$ cat config.mk
export PLATFORM = sky130hd
export DESIGN_NAME = rc_servo_frame_parser_unit
export DESIGN_NICKNAME = d
export VERILOG_FILES = /design/src/sv/rsfp_pkg.sv /design/src/sv/rsfp_front.sv /design/src/sv/rsfp_queue.sv /design/src/sv/rsfp_back.sv /design/src/sv/rc_servo_frame_parser_unit.sv
export SDC_FILE = /design/constraint.sdc
export NUM_CORES = 1
export LEC_CHECK = 0
export ABC_AREA = 1
export BUFFER_PORTS_ARGS = -buffer_cell sky130_fd_sc_hd__buf_2
export CAP_MARGIN = 20
export CORE_MARGIN = 8
export CORE_UTILIZATION = 50
export DETAILED_ROUTE_END_ITERATION = 10
export PLACE_DENSITY_LB_ADDON = 0.15
export REMOVE_ABC_BUFFERS = 1
export SYNTH_ARGS = -nofsm -noshare
export SYNTH_HDL_FRONTEND = slang
export SYNTH_SLANG_ARGS = --single-unit
$ cat constraint.sdc
create_clock -name clk -period 5.5 [get_ports clk]
set_clock_uncertainty 0.05 [all_clocks]
set_input_delay 1.1 -clock clk [delete_from_list [all_inputs] [get_ports clk]]
set_output_delay 1.1 -clock clk [all_outputs]
set_load 0.03 [all_outputs]
$ cat src/sv/rsfp_pkg.sv
// Shared types and constants for the RC servo frame parser.
// Used by every module of the block; depends on nothing.
package rsfp_pkg;

  localparam int unsigned BYTE_W = 8;
  localparam int unsigned SUM_W  = 16;
  localparam int unsigned CH_W   = 4;
  localparam int unsigned VAL_W  = 16;
  localparam int unsigned CNT_W  = 5;
  localparam int unsigned ST_W   = 2;

  localparam logic [BYTE_W-1:0] HDR_LEN  = 8'h20;
  localparam logic [BYTE_W-1:0] HDR_TYPE = 8'h40;
  localparam logic [SUM_W-1:0]  SUM_INIT = 16'hFFFF;

  localparam logic [ST_W-1:0] ST_BUSY  = 2'd0;
  localparam logic [ST_W-1:0] ST_READY = 2'd1;
  localparam logic [ST_W-1:0] ST_ERROR = 2'd2;

  typedef enum logic [1:0] {
    CMD_BUSY    = 2'd0,
    CMD_ERROR   = 2'd1,
    CMD_RELEASE = 2'd2
  } cmd_t;

  typedef struct packed {
    logic             we;
    logic [CH_W-1:0]  ch;
    logic [VAL_W-1:0] data;
  } wr_port_t;

endpackage

$ cat src/sv/rsfp_front.sv
// Front end of the frame parser: accepts bytes, tracks the frame and checksum.
// Writes channel words to the back end and pushes one command per byte. Uses rsfp_pkg.
module rsfp_front #(
  parameter int unsigned CHANNELS = 14
) (
  input  logic                       clk,
  input  logic                       rst_n,
  input  logic                       in_valid,
  output logic                       in_ready,
  input  logic [rsfp_pkg::BYTE_W-1:0] in_byte,
  input  logic                       q_full,
  output logic                       push,
  output rsfp_pkg::cmd_t             push_cmd,
  output rsfp_pkg::wr_port_t         wr,
  input  logic                       rel_done
);

  localparam logic [rsfp_pkg::CNT_W-1:0] PAY_LAST = rsfp_pkg::CNT_W'(2 * CHANNELS - 1);

  typedef enum logic [3:0] {
    PH_LEN  = 4'b0001,
    PH_TYPE = 4'b0010,
    PH_PAY  = 4'b0100,
    PH_SUM  = 4'b1000
  } phase_t;

  phase_t                        phase_r, phase_nxt;
  logic [rsfp_pkg::CNT_W-1:0]    count_r, count_nxt;
  logic [rsfp_pkg::SUM_W-1:0]    sum_r, sum_nxt;
  logic [rsfp_pkg::BYTE_W-1:0]   low_r, low_nxt;
  logic                          rel_pend_r, rel_pend_nxt;
  logic                          acc;
  logic [rsfp_pkg::SUM_W-1:0]    sum_sub;
  logic [rsfp_pkg::VAL_W-1:0]    word;

  assign in_ready = !rel_pend_r && !q_full;
  assign acc      = in_valid && in_ready;
  assign push     = acc;
  assign sum_sub  = sum_r - rsfp_pkg::SUM_W'(in_byte);
  assign word     = {in_byte, low_r};

  always_comb begin
    phase_nxt    = phase_r;
    count_nxt    = count_r;
    sum_nxt      = sum_r;
    low_nxt      = low_r;
    rel_pend_nxt = rel_pend_r;
    push_cmd     = rsfp_pkg::CMD_BUSY;
    wr.we        = 1'b0;
    wr.ch        = count_r[rsfp_pkg::CH_W:1];
    wr.data      = word;
    if (rel_done) begin
      rel_pend_nxt = 1'b0;
    end
    if (acc) begin
      case (phase_r)
        PH_LEN: begin
          if (in_byte != rsfp_pkg::HDR_LEN) begin
            push_cmd = rsfp_pkg::CMD_ERROR;
            count_nxt = '0;
            sum_nxt   = rsfp_pkg::SUM_INIT;
          end else begin
            sum_nxt   = sum_sub;
            phase_nxt = PH_TYPE;
          end
        end
        PH_TYPE: begin
          if (in_byte != rsfp_pkg::HDR_TYPE) begin
            push_cmd  = rsfp_pkg::CMD_ERROR;
            phase_nxt = PH_LEN;
            count_nxt = '0;
            sum_nxt   = rsfp_pkg::SUM_INIT;
          end else begin
            sum_nxt   = sum_sub;
            phase_nxt = PH_PAY;
            count_nxt = '0;
          end
        end
        PH_PAY: begin
          sum_nxt = sum_sub;
          if (!count_r[0]) begin
            low_nxt = in_byte;
          end else begin
            wr.we = 1'b1;
          end
          if (count_r >= PAY_LAST) begin
            phase_nxt = PH_SUM;
            count_nxt = '0;
          end else begin
            count_nxt = count_r + 1'b1;
          end
        end
        PH_SUM: begin
          if (count_r == '0) begin
            low_nxt   = in_byte;
            count_nxt = rsfp_pkg::CNT_W'(1);
          end else begin
            phase_nxt = PH_LEN;
            count_nxt = '0;
            sum_nxt   = rsfp_pkg::SUM_INIT;
            if (word == sum_r) begin
              push_cmd     = rsfp_pkg::CMD_RELEASE;
              rel_pend_nxt = 1'b1;
            end else begin
              push_cmd = rsfp_pkg::CMD_ERROR;
            end
          end
        end
        default: begin
          phase_nxt = PH_LEN;
          count_nxt = '0;
          sum_nxt   = rsfp_pkg::SUM_INIT;
        end
      endcase
    end
  end

  always_ff @(posedge clk) begin
    if (!rst_n) begin
      phase_r    <= PH_LEN;
      count_r    <= '0;
      sum_r      <= rsfp_pkg::SUM_INIT;
      rel_pend_r <= 1'b0;
    end else begin
      phase_r    <= phase_nxt;
      count_r    <= count_nxt;
      sum_r      <= sum_nxt;
      rel_pend_r <= rel_pend_nxt;
    end
  end

  always_ff @(posedge clk) begin
    low_r <= low_nxt;
  end

endmodule

$ cat src/sv/rsfp_queue.sv
// Two-entry command queue between the front and back ends of the frame parser.
// Uses rsfp_pkg for the command type.
module rsfp_queue (
  input  logic           clk,
  input  logic           rst_n,
  input  logic           push,
  input  rsfp_pkg::cmd_t push_cmd,
  output logic           full,
  input  logic           pop,
  output logic           valid,
  output rsfp_pkg::cmd_t head
);

  rsfp_pkg::cmd_t entry_r [2];
  logic           wr_ptr_r, wr_ptr_nxt;
  logic           rd_ptr_r, rd_ptr_nxt;
  logic [1:0]     count_r, count_nxt;
  logic           do_push, do_pop;

  assign full    = (count_r == 2'd2);
  assign valid   = (count_r != 2'd0);
  assign head    = entry_r[rd_ptr_r];
  assign do_push = push && !full;
  assign do_pop  = pop && valid;

  always_comb begin
    wr_ptr_nxt = wr_ptr_r ^ do_push;
    rd_ptr_nxt = rd_ptr_r ^ do_pop;
    count_nxt  = count_r + {1'b0, do_push} - {1'b0, do_pop};
  end

  always_ff @(posedge clk) begin
    if (!rst_n) begin
      wr_ptr_r <= 1'b0;
      rd_ptr_r <= 1'b0;
      count_r  <= 2'd0;
    end else begin
      wr_ptr_r <= wr_ptr_nxt;
      rd_ptr_r <= rd_ptr_nxt;
      count_r  <= count_nxt;
    end
  end

  always_ff @(posedge clk) begin
    if (do_push) begin
      entry_r[wr_ptr_r] <= push_cmd;
    end
  end

endmodule

$ cat src/sv/rsfp_back.sv
// Back end of the frame parser: holds the channel store and the output register.
// Turns queued commands into result items. Uses rsfp_pkg.
module rsfp_back #(
  parameter int unsigned CHANNELS = 14
) (
  input  logic                        clk,
  input  logic                        rst_n,
  input  rsfp_pkg::wr_port_t          wr,
  input  logic                        q_valid,
  input  rsfp_pkg::cmd_t              q_head,
  output logic                        q_pop,
  output logic                        rel_done,
  output logic                        out_valid,
  input  logic                        out_ready,
  output logic [rsfp_pkg::ST_W-1:0]   out_status,
  output logic [rsfp_pkg::CH_W-1:0]   out_index,
  output logic [rsfp_pkg::VAL_W-1:0]  out_value,
  output logic                        out_last
);

  localparam int unsigned AW = (CHANNELS > 1) ? $clog2(CHANNELS) : 1;
  localparam logic [AW-1:0] K_LAST = AW'(CHANNELS - 1);

  logic [rsfp_pkg::VAL_W-1:0] store_r [CHANNELS];

  logic                        valid_r, valid_nxt;
  logic [rsfp_pkg::ST_W-1:0]   status_r, status_nxt;
  logic [rsfp_pkg::CH_W-1:0]   index_r, index_nxt;
  logic [rsfp_pkg::VAL_W-1:0]  value_r, value_nxt;
  logic                        last_r, last_nxt;
  logic                        rel_act_r, rel_act_nxt;
  logic [AW-1:0]               k_r, k_nxt;
  logic                        out_free;
  logic [AW-1:0]               rd_k;

  assign out_free = !valid_r || out_ready;
  assign rd_k     = rel_act_r ? k_r : '0;

  always_comb begin
    valid_nxt   = valid_r && !out_ready;
    status_nxt  = status_r;
    index_nxt   = index_r;
    value_nxt   = value_r;
    last_nxt    = last_r;
    rel_act_nxt = rel_act_r;
    k_nxt       = k_r;
    q_pop       = 1'b0;
    rel_done    = 1'b0;
    if (out_free && (rel_act_r || q_valid)) begin
      valid_nxt  = 1'b1;
      status_nxt = rsfp_pkg::ST_READY;
      index_nxt  = rsfp_pkg::CH_W'(rd_k);
      value_nxt  = store_r[rd_k];
      last_nxt   = (rd_k == K_LAST);
      if (!rel_act_r) begin
        q_pop = 1'b1;
        case (q_head)
          rsfp_pkg::CMD_BUSY: begin
            status_nxt = rsfp_pkg::ST_BUSY;
            index_nxt  = '0;
            value_nxt  = '0;
            last_nxt   = 1'b1;
          end
          rsfp_pkg::CMD_RELEASE: begin
            if (rd_k == K_LAST) begin
              rel_done = 1'b1;
            end else begin
              rel_act_nxt = 1'b1;
              k_nxt       = rd_k + 1'b1;
            end
          end
          default: begin
            status_nxt = rsfp_pkg::ST_ERROR;
            index_nxt  = '0;
            value_nxt  = '0;
            last_nxt   = 1'b1;
          end
        endcase
      end else begin
        if (rd_k == K_LAST) begin
          rel_done    = 1'b1;
          rel_act_nxt = 1'b0;
          k_nxt       = '0;
        end else begin
          k_nxt = rd_k + 1'b1;
        end
      end
    end
  end

  always_ff @(posedge clk) begin
    if (!rst_n) begin
      valid_r   <= 1'b0;
      rel_act_r <= 1'b0;
      k_r       <= '0;
    end else begin
      valid_r   <= valid_nxt;
      rel_act_r <= rel_act_nxt;
      k_r       <= k_nxt;
    end
  end

  always_ff @(posedge clk) begin
    status_r <= status_nxt;
    index_r  <= index_nxt;
    value_r  <= value_nxt;
    last_r   <= last_nxt;
    if (wr.we) begin
      store_r[wr.ch[AW-1:0]] <= wr.data;
    end
  end

  assign out_valid  = valid_r;
  assign out_status = status_r;
  assign out_index  = index_r;
  assign out_value  = value_r;
  assign out_last   = last_r;

endmodule

$ cat src/sv/rc_servo_frame_parser_unit.sv
// RC servo frame parser top level: front end, command queue and back end.
// Each byte's command is registered in the command queue before its result is loaded into the output register.
// Throughput: one byte per cycle while the output drains; a good frame's final byte
// yields CHANNELS results, read one at a time through the single read port of the
// channel store, with input held off until the last one is loaded.
// Reset (synchronous, rst_n low) restarts the parse and empties queue and output.
module rc_servo_frame_parser_unit #(
  parameter int unsigned CHANNELS = 14
) (
  input  logic        clk,
  input  logic        rst_n,
  input  logic        in_tvalid,
  output logic        in_tready,
  input  logic [7:0]  in_tdata,   // [7:0] rx_byte
  output logic        out_tvalid,
  input  logic        out_tready,
  output logic [23:0] out_tdata,  // [1:0] status, [5:2] channel_index, [21:6] channel_value
  output logic        out_tlast
);

  rsfp_pkg::cmd_t                    push_cmd, q_head;
  rsfp_pkg::wr_port_t                wr;
  logic                              push, q_full, q_valid, q_pop, rel_done;
  logic [rsfp_pkg::ST_W-1:0]         status;
  logic [rsfp_pkg::CH_W-1:0]         index;
  logic [rsfp_pkg::VAL_W-1:0]        value;

  rsfp_front #(.CHANNELS(CHANNELS)) u_front (
    .clk      (clk),
    .rst_n    (rst_n),
    .in_valid (in_tvalid),
    .in_ready (in_tready),
    .in_byte  (in_tdata),
    .q_full   (q_full),
    .push     (push),
    .push_cmd (push_cmd),
    .wr       (wr),
    .rel_done (rel_done)
  );

  rsfp_queue u_queue (
    .clk      (clk),
    .rst_n    (rst_n),
    .push     (push),
    .push_cmd (push_cmd),
    .full     (q_full),
    .pop      (q_pop),
    .valid    (q_valid),
    .head     (q_head)
  );

  rsfp_back #(.CHANNELS(CHANNELS)) u_back (
    .clk        (clk),
    .rst_n      (rst_n),
    .wr         (wr),
    .q_valid    (q_valid),
    .q_head     (q_head),
    .q_pop      (q_pop),
    .rel_done   (rel_done),
    .out_valid  (out_tvalid),
    .out_ready  (out_tready),
    .out_status (status),
    .out_index  (index),
    .out_value  (value),
    .out_last   (out_tlast)
  );

  assign out_tdata = {2'b00, value, index, status};

endmodule

==> run_results.csv <==
group,metric,value,unit
synth,synth_edf_count,259,
floorplanning,dieHeight,178,um
clock_network,clkSinkCount,296,
floorplanning,ioPinCount,39,
clock_network,cts_buffers,31,
sta,period_needed,3.10,ns
setup_path,start_kind,"flip-flop",
global_route,grt_pass1_vias,8652,
detailed_routing,firstDrtPassIters,7,
detailed_routing,vias_per_cell,5.38,
pwr,combPwrFrac,0.183,
floorplanning,rows,59,
synth,synthMuxAreaShare,0,
synth,ys_ff_latch,296,
final_layout,syn2layout_area_growth,11.4,%
floorplanning,core_area,25800,um2
final_layout,utilization,0.563,
synth,synth_compound_area_frac,0.0756,
clock_network,cts_root_buf,"clkbuf_16",
clock_network,cts_resized,0,
synth,synth_top_area_frac,0.595,
sta,setup_violations,0,
placed_design,dp.cells,1612,
detailed_routing,ant_nets,0,
pwr,leakagePower,0.00572,uW
synth,yosys.area_share.simple,0.186,
sta,fmax,322,MHz
sta,maxSlewViolCount,0,
synth,yosys-top-cells-count,"nand2_1, edfxtp_1, nor2_1",
pwr,power_switching,1700,uW
pwr,switching_share,0.294,
final_layout,n_antenna_cell,0,
synth,synth_ff_type,"edfxtp_1",
sta,tns,0,ns
detailed_routing,drt-total-wl,30800,um
pwr,p_int,4080,uW
setup_path,worstPathArrival,3.44,ns
final_layout,fill_cells,2277,
synth,synthCells,1278,
outcome,status,"completed",
setup_path,endpoint_kind,"flip-flop",
synth,synthDistinctLibCells,39,
synth,syn_avg_cell_area,10.2,um2
min_path,hold_path.class,"flip-flop to flip-flop",
clock_network,clk_pin_slew,0.06,ns
global_route,antenna_found_initial,0,
sta,whs,0.441,ns
detailed_routing,drt_first_iter_violations,830,
pwr,ir_drop,0.308,mV
synth,synth_top_family_by_area,"simple AND/OR/NAND/NOR gates",
pwr,power.density,397,nW/um2
setup_path,critPathKind,"flip-flop to flip-flop",
clock_network,cts_buffer_depth,3,
clock_network,cts_tree,"yes",
sta,rsz0062_at_grt,"false",
setup_path,worstPathRequired,5.84,ns
placed_design,gp_congestion,0.922,
sta,tightest_slew,1.08,ns
clock_network,clk_latency,0.56,ns
setup_path,path_max_fanout,53,
job,cap_violations,0,
synth,synthTopCellsByArea,"edfxtp_1, nand2_1, dfxtp_1",
detailed_routing,vias,9002,
final_layout,drive_above_1_share,0.102,
sta,final_min_period_over_clock_period,0.565,
synth,yosysSeqAreaShare,0.652,
synth,yosys.area_share.adder,0.0178,
global_route,grt_max_degree,63,
placed_design,hpwl,18500,um
floorplanning,die_width,178,um
synth,yosys_warnings,0,
placed_design,port_buffers,36,
sta,hold_violations,0,
floorplanning,die_area,31600,um2
pwr,power_frac_seq,0.468,
final_layout,final-instance-count-excl-fill,1672,
synth,synth_most_common_cell,"nand2_1",
pwr,pwr-share-clk,0.349,
detailed_routing,drcViolationCount,0,
clock_network,post_cts.repair.setup_buffers,0,
clock_network,h-tree-depth,1,
clock_network,ctsHoldBuffers,0,
global_route,grtUsageTotal,0.196,
detailed_routing,routedWlPerCell,18.4,um
synth,postSynth.asyncResetShare,0,
sta,relSlewSlack,0.279,
synth,yosys.area.top_type,"edfxtp_1",
final_layout,nets,1342,
synth,netlist_area,13100,um2
global_route,grt_first_pass_wirelength,48000,um
global_route,gr-total-overflow,0,
synth,synth_xor_area_frac,0.00939,
floorplanning,start_util,0.506,
-- path summary, 6_finish.rpt --
check / from / to / slack, ns / depth (start not counted)
max: u_back.rel_act_r / u_back.out_value[8] / 2.40 / 9
min: u_front.phase_r[1] / u_front.phase_r[1] / 0.44 / 2
max reg2reg: u_back.rel_act_r / u_back.out_value[8] / 2.40 / 9
min reg2reg: u_front.phase_r[1] / u_front.phase_r[1] / 0.44 / 2
-- logic make-up after synthesis --
kind of cell / after synthesis
AOI/OAI and AO/OA: 176
xor gates and xnor gates: 14
adders and majority gates: 18
buffers and inverters: 176
DFF: 296
other: 1
and+or+nand+nor: 597
-- registers in the layout, indices dropped and copies added (netlist names), named ones only --
name / flops
u_back.k_r: 4
u_back.out_index: 4
u_back.out_last: 1
u_back.out_status: 2
u_back.out_valid: 1
u_back.out_value: 16
u_back.rel_act_r: 1
u_back.store_r: 224
u_front.count_r: 5
u_front.low_r: 8
u_front.phase_r: 4
u_front.rel_pend_r: 1
u_front.sum_r: 16
u_queue.count_r: 2
u_queue.entry_r: 4
u_queue.rd_ptr_r: 1
u_queue.wr_ptr_r: 1
-- stage by stage --
stage	area (um2)	power (uW)	worst slack (ns)
detailed placement	13500	3790	2.31
global route	14600	6000	2.17
finish	14600	5770	2.40
global placement	13500	3770	2.34
CTS	14500	5790	2.43
floorplan	12800	3440	2.30
-- routing by layer --
layer / up-vias / GRT usage / share of wire
met2: 248 / 0.330 / 0.48
met3: 49 / 0.0268 / 0.061
li1: 4381 / - / -
met4: 0 / 0.0563 / 0.023
met1: 4324 / 0.262 / 0.44
met5: - / 0 / 0
-- worst max-delay path: stages, from the launching register on --
cell     delay [ns]
dfxtp_1        0.59
nand2_4        0.41
inv_2          0.79
buf_4          0.33
o21ai_0        0.11
o22ai_1        0.19
nand2_1        0.09
nand2_1        0.12
nor2_1         0.04
nor2_1         0.18
-- power by group through the flow --
| stage | Clock (uW) | Sequential [uW] | Combinational (uW) |
|---|---|---|---|
| floorplan | 0 | 2940 | 500 |
| finish | 2020 | 2700 | 1050 |
| CTS | 2050 | 2710 | 1040 |
| detailed placement | 0 | 2750 | 1030 |
| global route | 2120 | 2720 | 1160 |
| global placement | 0 | 2750 | 1020 |
-- area by class of cell --
| class | instances | area (um2) | share of cell area |
|---|---|---|---|
| Clock buffer | 42 | 877 | 0.0602 |
| Inverter | 122 | 458 | 0.0315 |
| Sequential cell | 296 | 8520 | 0.585 |
| Multi-Input combinational cell | 807 | 3810 | 0.261 |
| Clock inverter | 16 | 115 | 0.00791 |
| Timing Repair Buffer | 54 | 363 | 0.0249 |
| Tap cell | 335 | 419 | 0.0288 |
-- cell usage in the layout, fill, tap and decap left out, types with 5 or more instances in the layout --
cell	synthesis	routed
a21oi_1	26	26
buf_2	26	36
buf_4	7	15
clkbuf_1	11	5
clkbuf_16	0	31
clkbuf_8	0	6
clkinv_1	4	6
clkinv_2	0	9
dfxtp_1	37	36
edfxtp_1	259	259
ha_1	17	17
inv_1	114	114
nand2_1	324	324
nand3_1	80	80
nor2_1	163	157
nor2_2	5	11
nor3_1	8	5
o211ai_1	17	17
o21ai_0	79	79
o21ai_1	17	17
o22ai_1	32	32
xor2_1	13	13
Power figures use the tool's default switching activity.
